[src/uorc_pkg.sv]
package uorc_pkg;

   localparam int ValueWidth  = 9;
   localparam int ActionWidth = 2;

   typedef logic [ValueWidth-1:0]  value_type;
   typedef logic [ActionWidth-1:0] action_type;

   // Item kinds carried on the request channel.
   localparam action_type ActStart   = 2'd0;
   localparam action_type ActLoad    = 2'd1;
   localparam action_type ActElement = 2'd2;
   localparam action_type ActFinish  = 2'd3;

   // Commands from the controller to the datapath.
   typedef struct packed {
      logic sweep_begin;   // start of a session: clear counters, restart the sweep
      logic sweep;         // write zero into both bitmaps at the sweep address
      logic load;          // take a permutation value
      logic elem_issue;    // issue step of an element: range check, memory reads
      logic elem_commit;   // commit step of an element: compare and mark
      logic capture;       // register the verdict
   } dp_cmd_type;

   typedef struct packed {
      logic sweep_last;    // the sweep address points at the last bitmap entry
   } dp_status_type;

endpackage

[src/unique_order_reconstruction_check.sv]
// Unique-order reconstruction check.
//
// The request channel carries one beat per item. req_tuser selects the kind of
// beat (start, load, element, finish) and flags the first element of a
// subsequence; req_tdata carries the value. A start beat opens a session, load
// beats give the permutation one value at a time, element beats stream the
// subsequences, and a finish beat produces exactly one response beat whose
// rsp_tdata bit 0 is 1 when the subsequences fix the permutation uniquely.
//
// Timing: an element beat first does the position table and bitmap reads,
// then the compare and mark; load and finish beats are done when taken. The verdict is
// registered and appears on rsp_tvalid the cycle after the finish beat. A
// start beat is followed by a clearing pass over every entry of both bitmaps,
// during which req_tready is low. After reset the same pass runs first.
// When the receiver stalls, the verdict waits in its output register; load,
// element and start beats are still taken, and only a further finish beat is
// held off until the pending verdict is taken.
module unique_order_reconstruction_check #(
   parameter int MAX_LEN = 256
) (
   input  logic        clock,
   input  logic        reset,
   input  logic        req_tvalid,
   output logic        req_tready,
   input  logic [15:0] req_tdata,   // [8:0] value, rest zero
   input  logic [2:0]  req_tuser,   // [1:0] action, [2] first_of_sequence
   output logic        rsp_tvalid,
   input  logic        rsp_tready,
   output logic [7:0]  rsp_tdata    // [0] verdict, rest zero
);

   uorc_pkg::dp_cmd_type    cmd;
   uorc_pkg::dp_status_type status;
   logic                    verdict;

   // The controller sequences each beat; the datapath holds the table,
   // bitmaps and session counters.
   uorc_ctrl u_ctrl (
      .clock      (clock),
      .reset      (reset),
      .req_tvalid (req_tvalid),
      .req_tready (req_tready),
      .action     (req_tuser[1:0]),
      .rsp_tvalid (rsp_tvalid),
      .rsp_tready (rsp_tready),
      .cmd        (cmd),
      .status     (status)
   );

   uorc_dp #(
      .MAX_LEN (MAX_LEN)
   ) u_dp (
      .clock             (clock),
      .reset             (reset),
      .cmd               (cmd),
      .value             (req_tdata[8:0]),
      .first_of_sequence (req_tuser[2]),
      .status            (status),
      .verdict           (verdict)
   );

   assign rsp_tdata = {7'b0, verdict};

endmodule

[src/uorc_dp.sv]
module uorc_dp #(
   parameter int MAX_LEN = 256
) (
   input  logic                   clock,
   input  logic                   reset,
   input  uorc_pkg::dp_cmd_type   cmd,
   input  uorc_pkg::value_type    value,
   input  logic                   first_of_sequence,
   output uorc_pkg::dp_status_type status,
   output logic                   verdict
);

   localparam int AW = $clog2(MAX_LEN);
   localparam int LW = $clog2(MAX_LEN + 1);
   localparam int CW = (LW > uorc_pkg::ValueWidth) ? LW : uorc_pkg::ValueWidth;
   localparam logic [CW-1:0] MaxLenC  = CW'(MAX_LEN);
   localparam logic [LW-1:0] MaxLenL  = LW'(MAX_LEN);
   localparam logic [AW-1:0] LastAddr = AW'(MAX_LEN - 1);

   logic [AW-1:0] pos_mem  [MAX_LEN];
   logic          seen_mem [MAX_LEN];
   logic          adj_mem  [MAX_LEN];

   logic [LW-1:0] loaded_ff, loaded_in;
   logic [LW-1:0] seen_total_ff, seen_total_in;
   logic [LW-1:0] adj_total_ff, adj_total_in;
   logic [AW-1:0] prev_ff, prev_in;
   logic          failed_ff, failed_in;
   logic          any_ff, any_in;
   logic [AW-1:0] sweep_addr_ff, sweep_addr_in;
   logic          in_range_ff, cont_ff;
   logic [AW-1:0] idx_ff;
   logic [AW-1:0] pos_rd_ff;
   logic          seen_rd_ff, adj_rd_ff;
   logic          verdict_ff;

   logic [CW-1:0] value_c, idx_c;
   logic [AW-1:0] idx;
   logic          elem_in_range, load_in_range, load_full, load_write;
   logic          seen_set, adj_set, pos_behind, pos_next;
   logic          seen_we, adj_we;
   logic [AW-1:0] seen_wa, adj_wa;
   logic          verdict_calc;

   assign value_c       = CW'(value);
   assign idx_c         = value_c - CW'(1);
   assign idx           = idx_c[AW-1:0];
   assign elem_in_range = (value != '0) && (value_c <= CW'(loaded_ff));
   assign load_in_range = (value != '0) && (value_c <= MaxLenC);
   assign load_full     = (loaded_ff == MaxLenL);
   assign load_write    = cmd.load && !load_full && load_in_range;

   assign pos_behind = (pos_rd_ff <= prev_ff);
   assign pos_next   = ({1'b0, pos_rd_ff} == ({1'b0, prev_ff} + (AW + 1)'(1)));
   assign seen_set   = cmd.elem_commit && in_range_ff && !seen_rd_ff;
   assign adj_set    = cmd.elem_commit && in_range_ff && cont_ff && !pos_behind
                       && pos_next && !adj_rd_ff;

   assign seen_we = cmd.sweep || seen_set;
   assign adj_we  = cmd.sweep || adj_set;
   assign seen_wa = cmd.sweep ? sweep_addr_ff : idx_ff;
   assign adj_wa  = cmd.sweep ? sweep_addr_ff : prev_ff;

   // Empty permutation passes; else no failure, and every value seen and linked.
   assign verdict_calc = (loaded_ff == '0) ||
                         (any_ff && !failed_ff && (seen_total_ff == loaded_ff) &&
                          (adj_total_ff == (loaded_ff - LW'(1))));

   always_comb begin
      loaded_in     = loaded_ff;
      seen_total_in = seen_total_ff;
      adj_total_in  = adj_total_ff;
      prev_in       = prev_ff;
      failed_in     = failed_ff;
      any_in        = any_ff;
      sweep_addr_in = sweep_addr_ff;
      if (cmd.sweep_begin) begin
         loaded_in     = '0;
         seen_total_in = '0;
         adj_total_in  = '0;
         prev_in       = '0;
         failed_in     = 1'b0;
         any_in        = 1'b0;
         sweep_addr_in = '0;
      end
      if (cmd.sweep) begin
         sweep_addr_in = sweep_addr_ff + AW'(1);
      end
      if (cmd.load) begin
         if (load_full) begin
            failed_in = 1'b1;
         end else begin
            loaded_in = loaded_ff + LW'(1);
         end
      end
      if (cmd.elem_issue) begin
         any_in = 1'b1;
         if (!elem_in_range) begin
            failed_in = 1'b1;
         end
      end
      if (cmd.elem_commit && in_range_ff) begin
         prev_in = pos_rd_ff;
         if (cont_ff && pos_behind) begin
            failed_in = 1'b1;
         end
      end
      if (seen_set) begin
         seen_total_in = seen_total_ff + LW'(1);
      end
      if (adj_set) begin
         adj_total_in = adj_total_ff + LW'(1);
      end
   end

   always_ff @(posedge clock) begin
      if (reset) begin
         loaded_ff     <= '0;
         seen_total_ff <= '0;
         adj_total_ff  <= '0;
         prev_ff       <= '0;
         failed_ff     <= 1'b0;
         any_ff        <= 1'b0;
         sweep_addr_ff <= '0;
      end else begin
         loaded_ff     <= loaded_in;
         seen_total_ff <= seen_total_in;
         adj_total_ff  <= adj_total_in;
         prev_ff       <= prev_in;
         failed_ff     <= failed_in;
         any_ff        <= any_in;
         sweep_addr_ff <= sweep_addr_in;
      end
   end

   // Per-element context held from the issue step to the commit step, and the verdict register.
   always_ff @(posedge clock) begin
      if (cmd.elem_issue) begin
         in_range_ff <= elem_in_range;
         cont_ff     <= !first_of_sequence && any_ff;
         idx_ff      <= idx;
      end
      if (cmd.capture) begin
         verdict_ff <= verdict_calc;
      end
   end

   always_ff @(posedge clock) begin
      if (load_write) begin
         pos_mem[idx] <= loaded_ff[AW-1:0];
      end
      pos_rd_ff <= pos_mem[idx];
   end

   always_ff @(posedge clock) begin
      if (seen_we) begin
         seen_mem[seen_wa] <= !cmd.sweep;
      end
      seen_rd_ff <= seen_mem[idx];
   end

   always_ff @(posedge clock) begin
      if (adj_we) begin
         adj_mem[adj_wa] <= !cmd.sweep;
      end
      adj_rd_ff <= adj_mem[prev_ff];
   end

   assign status.sweep_last = (sweep_addr_ff == LastAddr);
   assign verdict           = verdict_ff;

   a_session_cleared: assert property (@(posedge clock) disable iff (reset)
      cmd.sweep_begin |=> (loaded_ff == '0) && (seen_total_ff == '0) && (adj_total_ff == '0)
                          && !failed_ff && !any_ff)
      else $error("session counters not cleared on start");

   a_seen_bounded: assert property (@(posedge clock) disable iff (reset)
      seen_total_ff <= loaded_ff)
      else $error("more values seen than loaded");

   a_loaded_bounded: assert property (@(posedge clock) disable iff (reset)
      loaded_ff <= MaxLenL)
      else $error("loaded length beyond table depth");

endmodule

[src/uorc_ctrl.sv]
module uorc_ctrl (
   input  logic                    clock,
   input  logic                    reset,
   input  logic                    req_tvalid,
   output logic                    req_tready,
   input  uorc_pkg::action_type    action,
   output logic                    rsp_tvalid,
   input  logic                    rsp_tready,
   output uorc_pkg::dp_cmd_type    cmd,
   input  uorc_pkg::dp_status_type status
);

   localparam logic [1:0] StIdle  = 2'd0;
   localparam logic [1:0] StClear = 2'd1;
   localparam logic [1:0] StElem  = 2'd2;

   logic [1:0] state_ff, state_in;
   logic       rsp_valid_ff, rsp_valid_in;
   logic       out_free, accept;

   assign out_free   = !rsp_valid_ff || rsp_tready;
   // Only a finish needs the output register; other beats pass a waiting result.
   assign req_tready = (state_ff == StIdle) &&
                       ((action != uorc_pkg::ActFinish) || out_free);
   assign accept     = req_tvalid && req_tready;

   always_comb begin
      state_in = state_ff;
      cmd      = '0;
      unique case (state_ff)
         StIdle: begin
            if (accept) begin
               unique case (action)
                  uorc_pkg::ActStart: begin
                     cmd.sweep_begin = 1'b1;
                     state_in        = StClear;
                  end
                  uorc_pkg::ActLoad: begin
                     cmd.load = 1'b1;
                  end
                  uorc_pkg::ActElement: begin
                     cmd.elem_issue = 1'b1;
                     state_in       = StElem;
                  end
                  default: begin
                     cmd.capture = 1'b1;
                  end
               endcase
            end
         end
         StClear: begin
            cmd.sweep = 1'b1;
            if (status.sweep_last) begin
               state_in = StIdle;
            end
         end
         StElem: begin
            cmd.elem_commit = 1'b1;
            state_in        = StIdle;
         end
         default: begin
            state_in = StIdle;
         end
      endcase
   end

   assign rsp_valid_in = cmd.capture ? 1'b1 : (rsp_tready ? 1'b0 : rsp_valid_ff);
   assign rsp_tvalid   = rsp_valid_ff;

   always_ff @(posedge clock) begin
      if (reset) begin
         state_ff     <= StClear;
         rsp_valid_ff <= 1'b0;
      end else begin
         state_ff     <= state_in;
         rsp_valid_ff <= rsp_valid_in;
      end
   end

   a_elem_two_cycles: assert property (@(posedge clock) disable iff (reset)
      (state_ff == StElem) |=> (state_ff == StIdle))
      else $error("element commit did not return to idle");

   a_start_sweeps: assert property (@(posedge clock) disable iff (reset)
      (accept && (action == uorc_pkg::ActStart)) |=> (state_ff == StClear) && !req_tready)
      else $error("start beat did not enter the clearing pass");

endmodule

[config.mk]
export PLATFORM = sky130hd
export DESIGN_NAME = unique_order_reconstruction_check
export DESIGN_NICKNAME = d
export VERILOG_FILES = /design/src/uorc_pkg.sv /design/src/unique_order_reconstruction_check.sv /design/src/uorc_dp.sv /design/src/uorc_ctrl.sv
export SDC_FILE = /design/constraint.sdc
export NUM_CORES = 2
export LEC_CHECK = 0
export BUFFER_PORTS_ARGS = -buffer_cell sky130_fd_sc_hd__buf_2
export CAP_MARGIN = 20
export CORE_AREA = 2 2 368 734
export CTS_BUF_LIST = sky130_fd_sc_hd__clkbuf_4 sky130_fd_sc_hd__clkbuf_8 sky130_fd_sc_hd__clkbuf_16
export CTS_CLUSTER_SIZE = 10
export DETAILED_ROUTE_END_ITERATION = 10
export DIE_AREA = 0 0 370 736
export HOLD_SLACK_MARGIN = 0.12
export PLACE_DENSITY = 0.62
export SYNTH_ARGS = -nofsm -noshare
export SYNTH_HDL_FRONTEND = slang
export SYNTH_HIERARCHICAL = 1
export SYNTH_SLANG_ARGS = --single-unit
[constraint.sdc]
create_clock -name clock -period 19.7 [get_ports clock]
set_input_delay 2.955 -clock clock [delete_from_list [all_inputs] [get_ports clock]]
set_output_delay 2.955 -clock clock [all_outputs]
set_load 0.03 [all_outputs]
**After elaboration in Yosys (flattened, before gate mapping)**

Memories as Yosys holds them, arrays and structs flattened. A register that Yosys moved wholly into a read port is not among the register bits.
Cells that the tools add are included.

- Flip-flop bits (word level): 59
- Bits in writable memories: 2560
- Bits of input ports: 23
- Output and inout bits: 10
- Logic and storage cells: 125
- Memories kept: 3

- $add $sub $neg: 7
- Magnitude comparators: 3
- Eq/ne operators: 13
- Mux-type cells: 44
- Reduce and logical (&&, ||, !) cells: 42

Memories:

| name | depth | bits a word | read ports | clocked after memory_dff | write ports | RTL line | source |
|---|---|---|---|---|---|---|---|
| u_dp.pos_mem | 256 | 8 | 1 | 1 | 1 | uorc_dp.sv:20 | `logic [AW-1:0] pos_mem [MAX_LEN];` |
| u_dp.adj_mem | 256 | 1 | 1 | 1 | 1 | uorc_dp.sv:22 | `logic adj_mem [MAX_LEN];` |
| u_dp.seen_mem | 256 | 1 | 1 | 1 | 1 | uorc_dp.sv:21 | `logic seen_mem [MAX_LEN];` |

Operator list:

| cell | number |
|---|---|
| 2-to-1 mux 9 bit | 6 |
| 2-to-1 mux 8 bit | 5 |
| adder 9 x 1 -> 9 bit, second input constant | 3 |
| 2-to-1 mux 1 bit | 27 |
| equality test 9 bit | 2 |
| logical AND 1 bit | 17 |
| nonzero test 2 bit | 6 |
| adder 8 x 1 -> 9 bit, second input constant | 1 |
| equality test 8 x 9 -> 1 bit | 1 |
| equality test 9 bit, second input constant | 1 |
| <= comparator 9 bit | 1 |
| <= comparator 9 bit, second input constant | 1 |
| zero test 9 bit | 1 |
| nonzero test 9 bit | 1 |
| subtractor 9 x 1 -> 9 bit, second input constant | 1 |
| adder 8 x 1 -> 8 bit, second input constant | 1 |
| equality test 8 bit, second input constant | 1 |
| <= comparator 8 bit | 1 |
| zero test 1 bit | 8 |
| 2-to-1 mux 2 bit | 4 |
| one-hot mux 2 bit (2 select lines) | 2 |
| subtractor 8 x 1 -> 8 bit, second input constant | 1 |
| logical OR 1 bit | 5 |
| equality test 2 x 1 -> 1 bit, second input constant | 2 |
| 7 further kinds | 10 |

**Logic depth before layout (Yosys ltp)**

- Word-level depth: 14
- Gate-level depth with buffers: 15
- Gate-level depth less buffers: 10

**Modules after synthesis**

Netlist, hierarchy kept.

Modules (own cells, without submodules):

| module | times used | cells each | area each (um2) | sequential area each (um2) |
|---|---|---|---|---|
| uorc_dp | 1 | 5417 | 105821.5 | 78305.1 |
| uorc_ctrl | 1 | 22 | 221.5 | 60.1 |
| unique_order_reconstruction_check | 1 | 9 | 63.8 | 0.0 |

**Worst setup path before layout**

Ideal clock, no wire load.

- Path kind: register to register
- Start point: register u_ctrl.state_ff[0]
- End point: memory u_dp.adj_mem[0], data pin
- Setup time: 1.859 ns
- Arrival: 8.657 ns
- Data required time: 17.841 ns
- Path slack: 9.184 ns
- Cell stages (with the launch flop): 5
- Buffers on the path: 2
- Clock period less this slack: 10.516 ns
- Cell sequence: dfxtp_1 -> nor2b_1 -> inv_1 -> clkbuf_1 -> clkbuf_1

RTL lines:

| element | RTL line | source |
|---|---|---|
| from (decl) | uorc_ctrl.sv:17 | `logic [1:0] state_ff, state_in;` |
| from (signal assigned) | uorc_ctrl.sv:72 | `state_ff <= StClear;` |
| from (signal assigned) | uorc_ctrl.sv:75 | `state_ff <= state_in;` |
| to (decl) | uorc_dp.sv:22 |  |

**Worst setup path after layout**

- Start point: input req_tdata[0]
- End point: register u_dp.pos_rd_ff[6] (read register of u_dp.pos_mem)

- Word-level cells in the longest chain between the ends: 1

RTL lines:

| element | RTL line | source |
|---|---|---|
| from (decl) | unique_order_reconstruction_check.sv:25 | `input logic [15:0] req_tdata,` |
| subtractor 8 x 1 -> 8 bit | uorc_dp.sv:46 | `assign idx_c = value_c - CW'(1);` |
| via u_dp.idx_c[0] | uorc_dp.sv:37 | `logic [CW-1:0] value_c, idx_c;` |
| to (decl) | uorc_dp.sv:33 | `logic [AW-1:0] pos_rd_ff;` |

The timed path passes the listed nets, and every way through them passes these cells.
A chain may end at the register's enable or synchronous reset.

==> summary by stage <==
Critical path
The required time at the endpoint of the critical path is 20.37 ns. The depth of the worst register-to-register path is 10. The critical path's slowest cell is a211oi_1.

The data arrival time at the worst-slack endpoint is 8.47 ns. The critical path startpoint category is a primary input. The end point of the critical path is u_dp/pos_rd_ff[6]. The endpoint identified for the worst register-to-register timing path is u_dp/pos_mem[132][1]. For flop-to-flop paths, the worst setup slack is 14.67 ns. Among cell families on the critical path, the largest total delay comes from buffers and inverters. The biggest cell delay along the critical path is 0.80 ns. The startpoint of the worst register-to-register path is u_dp/loaded_ff[0]. The critical path crosses 13 cells after its start point.

Of all nets on the critical path, the largest fanout is 61. The beginning of the critical path is req_tdata[0]. The critical path is of the primary input to flip-flop type. Traced cell by cell, the critical path runs through buf_8 > inv_1 > ha_1 > xnor2_2 > buf_4 > inv_8 > buf_12 > buf_4 > mux4_2 > inv_1 > o22ai_1 > a211oi_1 > nand4_1. The sum of buffers and inverters on the critical path is 7. STA classifies the critical path endpoint as a flip-flop.

Synthesis
The synthesized-area fraction occupied by adder cells is 0.3420%. The basic-gate share of the synthesized area counting and, or, nand and nor cells is 5.302%. Summing the areas of all compound-gate instances in the mapped netlist gives 1.481% of the synthesized area. In the synthesized netlist, mux cells make up 16.92% of the area. The proportion of register bits with asynchronous set or reset after synthesis is 0%. The most instantiated flip-flop cell in the synthesis netlist is edfxtp_1. After synthesis, flip-flops and latches occupy 73.86% of the total area. After technology mapping, the gate count stands at 5,448. The unique cell type count in the Yosys netlist is 75.

The synthesized-area fraction occupied by xor and xnor cells is 0.2889%. The number of enable-type register cells in the synthesized netlist is 2,571. The cell area after technology mapping is 106,100 µm². By area, the combinational part of the netlist is dominated by multiplexers.

The flip-flop and latch count after synthesis is 2,629. The number of warnings issued by yosys is 6. After synthesis, the mean cell area works out to 19.48 µm².

Detailed routing
The average vias per placed instance is 5.743. The overall routed net length is 271,400 µm. The count of unresolved DRC violations after routing is 0. The count of nets left with antenna violations once routing finished came out at 0. The average wire per cell in the routed design is 29.68 µm. The number of violations reported at the end of detailed-routing iteration 0 is 5,673. The final route contains 52,520 vias.

The pre-antenna-repair detailed-routing pass consisted of 7 iterations.

CTS
The clock passes through at most 4 buffers. The later-pin clock latency in the skew report is 0.85 ns. After clock tree synthesis, the flow added hold-fix buffers numbering 0. CTS saw 2,629 sinks. The post-CTS clock slew at the launch and capture registers of the worst setup and hold paths is 0.06 ns. In this run the number of H-tree levels came out at 5. Post-CTS repair changed the size of 0 cells. The number of buffers created by CTS is 304.

TritonCTS built the clock tree. The clock root buffer master is clkbuf_16. In this run the post-CTS setup repair buffer count came out at 0.

Timing
The worst relative slew slack is 20.20%. After layout, the minimum clock period comes to 7.800 ns. For the pin with the worst max-slew slack, the measured transition is 1.194 ns. Across the routed clock network, the largest skew measured is 0.04322 ns. The number of pins exceeding their max-slew limit in the final report was 0. The final cycle utilization of the critical path is 39.60%. The number of setup violations in the final report is 0. Setup repair after global routing left no endpoint under its margin. The number of hold violations in the final report came to 0. The maximum achievable frequency is 128.2 MHz. The accumulated negative setup slack is 0 ns.

Worst hold path
The tightest min-delay check is of the flip-flop to flip-flop type.

Final layout
Leaving out fill and tap cells, the most frequent cells in the layout are 2,571 x edfxtp_1, 799 x nor2_1, 789 x mux4_2, 307 x clkbuf_16, 213 x nand2_1. The share of the core filled with cells in the final layout is 44.48%. The library cell used most frequently in the layout, excluding fill and tap cells, is edfxtp_1. The post-route netlist has 24.47% of its cells at a drive strength greater than 1.

The finished cells cover 118,600 µm². The net count of the finished layout is 5,600. The synthesis-to-finish area growth is 11.76%.

Floorplan
The die is 736 µm tall. The initialized floorplan defines 268 standard-cell rows. The floorplan core area is 266,600 µm².

The floorplan step defined a die boundary enclosing 272,300 µm². The effective utilization at floorplan is 39.80%. 33 I/O pins were placed.

The horizontal die dimension is 370 µm.

Flow run
The max-cap violation count is 0.

Placed design
The HPWL after detailed placement is 167,300 µm. The number of port buffers is 18. The final weighted congestion in routability-driven placement is 0.8484. The post-detailed-placement cell area is 110,000 µm².

Power
The worst-case IR drop observed on VDD is 0.07306 mV. In this run the power density over the cells is 97.50 nW/µm². The static leakage is 34.51 nW. The total power draw is 11.56 mW.

Global routing
The combined global-route utilization of all metal layers is 19.77%. The wire length of the first global-routing pass is 389,900 µm. The sum of overflow across all layers after global routing is 0.

The number of global-route vias before repair is 55,660. The maximum number of pins on one net before global-route repair is 201. The initial antenna violation count is 3.

Run status
The run finished with clean final reports.
==> registers in the layout, indices dropped and copies added, names as in the netlist <==
| register | cells |
|---|---|
| u_ctrl/rsp_tvalid | 1 |
| u_ctrl/state_ff | 2 |
| u_dp/adj_mem | 256 |
| u_dp/adj_rd_ff | 1 |
| u_dp/adj_total_ff | 9 |
| u_dp/any_ff | 1 |
| u_dp/cont_ff | 1 |
| u_dp/failed_ff | 1 |
| u_dp/idx_ff | 8 |
| u_dp/in_range_ff | 1 |
| u_dp/loaded_ff | 9 |
| u_dp/pos_mem | 2048 |
| u_dp/pos_rd_ff | 8 |
| u_dp/prev_ff | 8 |
| u_dp/seen_mem | 256 |
| u_dp/seen_rd_ff | 1 |
| u_dp/seen_total_ff | 9 |
| u_dp/sweep_addr_ff | 8 |
| u_dp/verdict | 1 |
==> metrics by stage <==
stage,std cells,setup slack (ns),hold slack (ns)
2_1_floorplan,5454,9.184,0.4319
3_3_place_gp,8742,10.92,0.5099
3_5_place_dp,8745,10.88,0.5150
4_1_cts,9127,11.77,0.5291
5_1_grt,9141,11.55,0.5576
6_report,9144,11.90,0.5305
==> synthesized netlist by cell type, types with 19 or more instances <==
master    count  area, µm²
edfxtp_1   2571      77200
dfxtp_1      58       1161
nand3_1      79      395.4
o21ai_0      37      185.2
nand2_1     213      799.5
buf_6        24      270.3
buf_2        84      420.4
nor4_1       21      131.4
a21oi_1      61      305.3
and3_1       19      118.9
nor2_1      799       2999
mux4_2      789      17770
nand4_1      22      137.6
inv_1        43      161.4
nor2b_1      34      212.7
clkbuf_1    172      645.6
ha_1         29      362.9
nor3_1       78      390.4
xnor2_1      28      245.2
buf_1        25      93.84
buf_4        38      285.3
==> cell type report <==
| type | count | area, µm² |
|---|---|---|
| fillers | 22540 | 148000 |
| inverters | 49 | 203.9 |
| flip-flops and latches | 2629 | 78400 |
| clock inverters | 18 | 254.0 |
| diodes | 10 | 25.02 |
| clock buffers | 364 | 8110 |
| well taps | 3510 | 4392 |
| multi-input cells | 2432 | 26030 |
| repair buffers | 132 | 1166 |
==> per-layer routing <==
layer	track usage (%)	share of wire [%]	up-vias
met4	11.06	6.1	2
met3	2.841	5.3	537
met2	37.21	56	1870
li1	-	-	22060
met1	20.86	33	28050
met5	0	0.0026	-
==> power by group <==
group	switching [mW]	internal [mW]	total, mW
Clock	2.10	2.88	4.98
Combinational	0.321	0.193	0.514
Sequential	0.0155	6.05	6.07
Total	2.44	9.12	11.6
==> worst reg2reg max path, stage by stage (launching register included) <==
cell and delay (ns):
dfxtp_4 1.06, inv_1 0.22, ha_1 0.33, nor2b_1 0.17, a41oi_1 0.24, buf_4 0.21, nand2_1 0.09, nor2_1 0.40
nand3_2 0.62, buf_4 0.51, nor2_1 0.82
==> cell families (layout without fill, tap and decap cells) <==
logic type                 Yosys count  after routing
AOI/OAI and AO/OA                  232            232
xor gates and xnor gates            35             35
adders and majority gates           29             29
buffers and inverters              393            563
DFF                               2629           2629
muxes                              807            807
other                                1             17
and+or+nand+nor                   1322           1322
==> how the worst min path moves through the flow <==
stage,depth (start not counted),slack (ns),startpoint,to
finish,2,0.53,u_dp/adj_total_ff[8],u_dp/adj_total_ff[8]
global route,2,0.56,u_dp/adj_total_ff[8],u_dp/adj_total_ff[8]
CTS,2,0.53,u_dp/adj_total_ff[8],u_dp/adj_total_ff[8]
detailed placement,2,0.52,u_dp/adj_total_ff[8],u_dp/adj_total_ff[8]
global placement,1,0.51,u_dp/seen_total_ff[4],u_dp/seen_total_ff[4]
floorplan,2,0.43,u_dp/pos_rd_ff[0],u_dp/prev_ff[0]
Power figures use the tool's default switching activity.
